<file path="config.mk">
export PLATFORM = sky130hd
export DESIGN_NAME = wildcard_glob_matcher
export DESIGN_NICKNAME = d
export VERILOG_FILES = /design/src/design/wgm_pkg.sv /design/src/design/wgm_cell.sv /design/src/design/wildcard_glob_matcher.sv
export SDC_FILE = /design/constraint.sdc
export NUM_CORES = 2
export LEC_CHECK = 0
export BUFFER_PORTS_ARGS = -buffer_cell sky130_fd_sc_hd__buf_2
export CORE_UTILIZATION = 55
export DETAILED_ROUTE_END_ITERATION = 10
export PLACE_DENSITY = 0.72
export SLEW_MARGIN = 20
export SYNTH_ARGS = -nofsm -noshare
export SYNTH_HDL_FRONTEND = slang
export SYNTH_SLANG_ARGS = --single-unit
</file>
<file path="constraint.sdc">
create_clock -name clk -period 9.3 [get_ports clk]
set_input_delay 1.86 -clock clk [delete_from_list [all_inputs] [get_ports clk]]
set_output_delay 1.86 -clock clk [all_outputs]
set_load 0.01 [all_outputs]
</file>
<file path="src/design/wgm_pkg.sv">
// ----------------------------------------------------------------------------
// Glob matcher package
// Register indexes, pattern constants, the link between cells and the
// ASCII case fold shared by the matcher and its cells.
// ----------------------------------------------------------------------------
package wgm_pkg;

	localparam int WORD_W    = 64;
	localparam int NUM_WORDS = 6;
	localparam int LEN_W     = 6;
	localparam int CFG_IDX_W = 3;

	localparam logic [7:0] CH_STAR  = 8'h2A;
	localparam logic [7:0] CH_QMARK = 8'h3F;
	localparam logic [7:0] CH_UP_A  = 8'h41;
	localparam logic [7:0] CH_UP_Z  = 8'h5A;
	localparam logic [7:0] CASE_OFS = 8'h20;

	typedef enum logic [CFG_IDX_W-1:0] {
		REG_LEN   = 3'd0,
		REG_WORD0 = 3'd1,
		REG_WORD1 = 3'd2,
		REG_WORD2 = 3'd3,
		REG_WORD3 = 3'd4,
		REG_WORD4 = 3'd5,
		REG_WORD5 = 3'd6,
		REG_FOLD  = 3'd7
	} cfg_reg_t;

	// Per-cycle controls that every cell sees.
	typedef struct packed {
		logic             recl;
		logic [LEN_W-1:0] len;
		logic [7:0]       ch;
		logic             fold;
	} cell_ctl_t;

	// Signals handed from one cell to the next.
	typedef struct packed {
		logic adv;
		logic carry;
		logic scarry;
	} link_t;

	function automatic logic [7:0] fold_char(input logic [7:0] c, input logic en);
		logic [7:0] r;
		r = c;
		if (en && (c inside {[CH_UP_A:CH_UP_Z]}))
			r = c + CASE_OFS;
		return r;
	endfunction

endpackage

</file>
<file path="src/design/wgm_cell.sv">
// ----------------------------------------------------------------------------
// Glob matcher cell
// One pattern position: advances its live bit on a character and passes
// the star closure on to the next position.
// ----------------------------------------------------------------------------
module wgm_cell import wgm_pkg::*; #(
	parameter int IDX = 0
) (
	input  cell_ctl_t  ctl,
	input  logic [7:0] pat_byte,
	input  logic       live,
	input  link_t      link_i,
	output link_t      link_o,
	output logic       cl,
	output logic       scl,
	output logic       at_end
);

	logic [7:0] p;
	logic       star;
	logic       qmark;
	logic       active;
	logic       in_range;
	logic       base;
	logic       keep;

	always_comb begin
		p        = fold_char(pat_byte, ctl.fold);
		star     = (p == CH_STAR);
		qmark    = (p == CH_QMARK);
		active   = (ctl.len > LEN_W'(IDX));
		in_range = (ctl.len >= LEN_W'(IDX));
		at_end   = (ctl.len == LEN_W'(IDX));

		// A star keeps its own position alive; any other byte moves on when it matches.
		keep = live & active & star;
		link_o.adv = live & active & ~star & (qmark | (p == ctl.ch));

		// In a re-closure pass the stored bit is only trimmed to the length.
		base = ctl.recl ? (live & in_range) : (keep | link_i.adv);
		cl   = base | link_i.carry;
		link_o.carry = cl & star & active;

		// Start set: position zero plus the leading star run.
		scl = (IDX == 0) | link_i.scarry;
		link_o.scarry = scl & star & active;
	end

endmodule

</file>
<file path="src/design/wildcard_glob_matcher.sv">
// ----------------------------------------------------------------------------
// Wildcard glob matcher
// Whole-string match of a text stream against a pattern with '*' and '?'.
// ----------------------------------------------------------------------------
// Throughput: one text byte per cycle while s_tready is high, set by the
//   star-closure chain that ripples through the row of cells combinationally.
// The verdict is registered and shows on m_tvalid in the cycle after the
//   transfer that carries tlast.
// Configuration writes hold tready low, and a re-closure step follows them with tready still low.
// Reset clears the configuration and output registers; the live set and the start set become pattern position zero.
module wildcard_glob_matcher import wgm_pkg::*; #(
	parameter int MAX_PATTERN = 48
) (
	input  logic                 clk,
	input  logic                 arst_n,
	input  logic                 s_tvalid,
	output logic                 s_tready,
	input  logic [7:0]           s_tdata,    // [7:0] text_byte
	input  logic [0:0]           s_tuser,    // [0] no_byte
	input  logic                 s_tlast,    // last_byte
	output logic                 m_tvalid,
	input  logic                 m_tready,
	output logic [7:0]           m_tdata,    // [0] matched, [7:1] zero
	input  logic                 cfg_we,
	input  logic [CFG_IDX_W-1:0] cfg_index,
	input  logic [WORD_W-1:0]    cfg_data
);

	// Positions 0..MAX_PATTERN; the last one means the whole pattern is used.
	localparam int NUM_POS = MAX_PATTERN + 1;

	logic [LEN_W-1:0]  len_q;
	logic [WORD_W-1:0] word_q [NUM_WORDS];
	logic              fold_q;

	// Outside a re-closure, live_q is kept closed under the stars of the current pattern.
	// start_q is the closed start set, used to restart after tlast.
	// at_start_q says that no character has been taken since the last restart,
	// so a new pattern has to rebuild the live set from position zero alone.
	logic [NUM_POS-1:0] live_q;
	logic [NUM_POS-1:0] start_q;
	logic               at_start_q;
	logic               dirty_q;

	logic               out_valid_q;
	logic               out_match_q;

	logic [LEN_W-1:0]   n_eff;
	cell_ctl_t          ctl;
	link_t              link [NUM_POS+1];
	logic [NUM_POS-1:0] cl_vec;
	logic [NUM_POS-1:0] scl_vec;
	logic [NUM_POS-1:0] end_vec;
	logic               in_acc;
	logic               verdict;

	// ---------------------------------------------------------------------
	// Configuration registers
	// ---------------------------------------------------------------------
	always_ff @(posedge clk or negedge arst_n) begin
		if (!arst_n) begin
			len_q  <= '0;
			fold_q <= 1'b0;
			for (int w = 0; w < NUM_WORDS; w++)
				word_q[w] <= '0;
		end else if (cfg_we) begin
			case (cfg_reg_t'(cfg_index))
				REG_LEN:  len_q  <= cfg_data[LEN_W-1:0];
				REG_FOLD: fold_q <= cfg_data[0];
				default: begin
					if (cfg_index inside {[REG_WORD0:REG_WORD5]})
						word_q[3'(cfg_index - REG_WORD0)] <= cfg_data;
				end
			endcase
		end
	end

	// Lengths beyond the cell row are clamped to the full row.
	assign n_eff = (len_q > LEN_W'(MAX_PATTERN)) ? LEN_W'(MAX_PATTERN) : len_q;

	// While dirty_q is set the cells re-close the stored set under the new
	// pattern instead of consuming a character. The stored set is only taken
	// over once the last write of a burst has landed.
	always_comb begin
		ctl.recl = dirty_q;
		ctl.len  = n_eff;
		ctl.ch   = fold_char(s_tdata, fold_q);
		ctl.fold = fold_q;
	end

	// ---------------------------------------------------------------------
	// Row of cells, one per pattern position
	// ---------------------------------------------------------------------
	assign link[0] = '0;

	for (genvar i = 0; i < NUM_POS; i++) begin : g_cell
		logic [7:0] pat_byte;

		// The final position has no pattern byte; it is never active.
		if (i < MAX_PATTERN) begin : g_byte
			assign pat_byte = word_q[i / 8][(i % 8) * 8 +: 8];
		end else begin : g_none
			assign pat_byte = '0;
		end

		wgm_cell #(
			.IDX(i)
		) u_cell (
			.ctl      (ctl),
			.pat_byte (pat_byte),
			.live     (live_q[i]),
			.link_i   (link[i]),
			.link_o   (link[i+1]),
			.cl       (cl_vec[i]),
			.scl      (scl_vec[i]),
			.at_end   (end_vec[i])
		);
	end

	// ---------------------------------------------------------------------
	// Stream control
	// ---------------------------------------------------------------------
	// A transfer that ends a string needs room in the output register; all
	// other transfers go in regardless of the output side.
	assign s_tready = ~dirty_q & ~cfg_we & (~s_tlast | ~out_valid_q | m_tready);
	assign in_acc   = s_tvalid & s_tready;

	// An item with no byte reports on the set as it stands.
	assign verdict = s_tuser[0] ? |(live_q & end_vec) : |(cl_vec & end_vec);

	always_ff @(posedge clk or negedge arst_n) begin
		if (!arst_n) begin
			live_q      <= NUM_POS'(1);
			start_q     <= NUM_POS'(1);
			at_start_q  <= 1'b1;
			dirty_q     <= 1'b0;
			out_valid_q <= 1'b0;
			out_match_q <= 1'b0;
		end else begin
			if (cfg_we) begin
				dirty_q <= 1'b1;
			end else if (dirty_q) begin
				dirty_q <= 1'b0;
				live_q  <= at_start_q ? scl_vec : cl_vec;
				start_q <= scl_vec;
			end else if (in_acc) begin
				if (s_tlast) begin
					live_q     <= start_q;
					at_start_q <= 1'b1;
				end else if (!s_tuser[0]) begin
					live_q     <= cl_vec;
					at_start_q <= 1'b0;
				end
			end

			if (in_acc && s_tlast)
				out_valid_q <= 1'b1;
			else if (m_tready)
				out_valid_q <= 1'b0;

			if (in_acc && s_tlast)
				out_match_q <= verdict;
		end
	end

	assign m_tvalid = out_valid_q;
	assign m_tdata  = {7'b0, out_match_q};

`ifndef SYNTHESIS
	// Exactly one position marks the end of the clamped pattern.
	a_end_onehot: assert property (@(posedge clk) disable iff (!arst_n)
		$onehot(end_vec))
		else $error("end position not one-hot");

	// No transfer is taken during a re-closure cycle.
	a_no_acc_dirty: assert property (@(posedge clk) disable iff (!arst_n)
		dirty_q |-> !s_tready)
		else $error("transfer taken while re-closing");

	// Outside a re-closure the live set holds no position past the length.
	a_live_range: assert property (@(posedge clk) disable iff (!arst_n)
		!dirty_q |-> ((live_q & ~((end_vec << 1) - NUM_POS'(1))) == '0))
		else $error("live position beyond pattern length");

	// A verdict never overwrites one that is still waiting.
	a_no_overwrite: assert property (@(posedge clk) disable iff (!arst_n)
		(in_acc && s_tlast) |-> (!out_valid_q || m_tready))
		else $error("result register overwritten");

	// After the end of a string the live set restarts from the start set.
	a_restart: assert property (@(posedge clk) disable iff (!arst_n)
		(in_acc && s_tlast) |=> (live_q == $past(start_q)))
		else $error("live set not restarted");
`endif

endmodule
</file>
==> flow_summary.toml <==
[finish]
drive_gt1_frac = 0.195
fin_area_um2 = 39500
finalNetCount = 4172
post-route-util = 0.609
final_cell_mix = "dfrtp_1, mux2_2, nand2_1"
mostFrequentLayoutCell = "dfrtp_1"
nFillCells = 5677
syn_to_final_growth_pct = 8.80

[die]
die_x_um = 259
die_y_um = 259
boundaryPins = 92
rows = 93
core_um2 = 64800
die_area_um2 = 67000
start_util = 0.560

[sta]
finalHoldViolations = 0
fin_crit_ps = 7260
skew_ps = 28.6
rsz0062_at_grt = "false"
setup_viol = 0
slew_headroom = 0.229
fin_tns_setup_ps = 0
min_period_over_period = 0.781
worst_pin_slew_ps = 1150
final_max_slew_viol_count = 0
fmax_ghz = 0.138

[clocking]
postCtsResizedCells = 0
postCtsSetupBuffers = 0
cts_sinks = 492
cts_buffers = 57
ctsRootBufferMaster = "clkbuf_16"
clkTransAtPathRegs_ps = 60
clk_latency_ps = 630
ctsHoldBuffers = 0
htreeDepth = 2
cts_tree = "done"
clockBufferDepth = 3

[yosys]
synthTopCellsByArea = "dfrtp_1, mux2_2, xnor2_1, nand2_1, xor2_1"
yosys_warnings = 0
async_flop_share = 1.00
yosysSeqAreaShare = 0.339
netlist_instances = 4011
synth_top_cell_by_area = "dfrtp_1"
synth.ff_latch_count = 492
postSynthAreaPerCell_um2 = 9.05
synth_area_um2 = 36300
synth-edff-count = 0
synthFlopType = "dfrtp_1"
synth_cell_type_count = 114
synth_top_area_share = 0.338

[setup_path]
worstSetupStartpointType = "primary input"
cp_max_fo = 28
critPathKind = "primary input to flip-flop"
worstPathRequired_ps = 9830
end_kind = "flip-flop"
r2r-start = "g_cell[4].pat_byte[2]"
startpoint = "s_tdata[2]"
cp.arrival_ps = 7800

[place]
port_buffers = 84
place_area_um2 = 37600
routabilityCongestion = 1.10
place_hpwl_um = 109000

[global_routing]
antenna_found_initial = 5
overflow = 0
grt_pass1_wl_um = 217000
grt_pass1_vias = 32315
grt_start_max_net_pins = 148
grt_usage = 0.437

[drt]
firstDrtPassIters = 6
via_per_inst = 6.95
wl_per_cell_um = 30.0
drtAntennaViolNets = 0
drc_errors = 0
wl_um = 148000
num_vias = 34312
initialDrtViolationCount = 3918

[pwr]
powerDensity_nw_per_um2 = 241
vdd_drop_max_mv = 0.224
leakage_nw = 15.5

[outcome]
status = "complete, no violations"

[hold_path]
hp-start = "start_q[43]"
hold_class = "flip-flop to flip-flop"

[job]
maxCapViolations = 0
## Yosys cell counts, types with 20 or more instances
| cell type | instances |
|---|---|
| inv_1 | 101 |
| o31ai_1 | 45 |
| xor2_1 | 124 |
| nand4_1 | 76 |
| and3_1 | 40 |
| nor2b_1 | 24 |
| xnor2_1 | 229 |
| nand2_1 | 371 |
| mux2_2 | 397 |
| nor3b_1 | 25 |
| a211oi_1 | 32 |
| nand2b_1 | 36 |
| a21o_1 | 46 |
| dfrtp_1 | 490 |
| and2_1 | 20 |
| a31oi_1 | 74 |
| mux2i_1 | 24 |
| a21oi_1 | 178 |
| buf_2 | 38 |
| o21a_1 | 20 |
| clkbuf_1 | 127 |
| nor4_1 | 48 |
| o22ai_1 | 25 |
| o211ai_1 | 51 |
| or3_1 | 76 |
| o21ai_0 | 216 |
| nor2_1 | 218 |
| ha_1 | 54 |
| nand3_1 | 136 |
| nor3_1 | 168 |
| or2_2 | 30 |
## final timing paths
path	end	slack, ps	cells after the start
setup / recovery	out_match_q	2040	17
hold / removal	start_q[43]	480	2
setup reg to reg	live_q[48]	2540	16
hold reg to reg	start_q[43]	480	2
max in group asynchronous	g_cell[36].pat_byte[2]	6490	2
min in group asynchronous	g_cell[24].pat_byte[1]	1310	1
## registers in the layout, summed over array words and instances (netlist names)
register,count
at_start_q,1
out_match_q,1
m_tvalid,1
fold_q,1
len_q,6
live_q,49
g_cell.pat_byte,384
dirty_q,1
start_q,48
## per-stage QoR
stage,setup WS (ps),power (mW),hold WS [ps],cells
final,2040,9.52,478,4936
after global routing,2000,9.99,496,4934
after CTS,2250,9.42,472,4934
after detailed placement,1640,7.13,459,4832
after global placement,1690,7.03,458,4832
after floorplan,3620,5.96,439,4017
## critical path, stage by stage
cell and delay, ps:
buf_4 480, a21oi_1 210, o21ai_1 530, o21a_2 690
xnor2_1 150, nor4_1 820, o2111ai_1 330, o211ai_1 350
nand3_1 180, a211oi_1 240, or3_1 570, a31oi_4 280
o31ai_2 430, a21oi_1 160, o22ai_1 230, nor3_2 80
a41oi_2 130
## area by class of cell
class                      instances  area (µm²)  share of cell area
clock buffer                      69        1530              0.0388
sequential                       492       12300               0.312
clock inverter                    33         335             0.00849
multi-input combinational       3219       22700               0.576
inverter                         103         387             0.00979
timing repair buffer             163        1090              0.0275
tap                              855        1070              0.0271
antenna                            2        5.00            0.000127
## power by group
part           internal (mW)  switching [mW]  leakage, nW  total, mW
Clock                   1.31           0.976        0.888       2.28
Sequential              2.76            1.02         6.15       3.77
Combinational           1.53            1.93         8.48       3.46
## cells by family (layout without fill, tap and decap cells)
kind of cell / Yosys count / after routing / synth area share
buf+inv: 306 / 368 / 0.0373
simple gates: 1400 / 1400 / 0.203
compound gates: 983 / 983 / 0.187
fa+ha+maj: 54 / 54 / 0.0186
other cells: 1 / 9 / 0.000103
mux: 422 / 422 / 0.130
flops: 492 / 492 / 0.339
xor+xnor: 353 / 353 / 0.0852
## per-layer routing
metal,global-route usage,up-vias,share of wire
li1,-,15033,-
met1,0.587,16864,0.40
met2,0.669,1968,0.44
met3,0.0934,441,0.10
met4,0.211,6,0.054
met5,0,-,0.00025
Power figures use the tool's default switching activity.
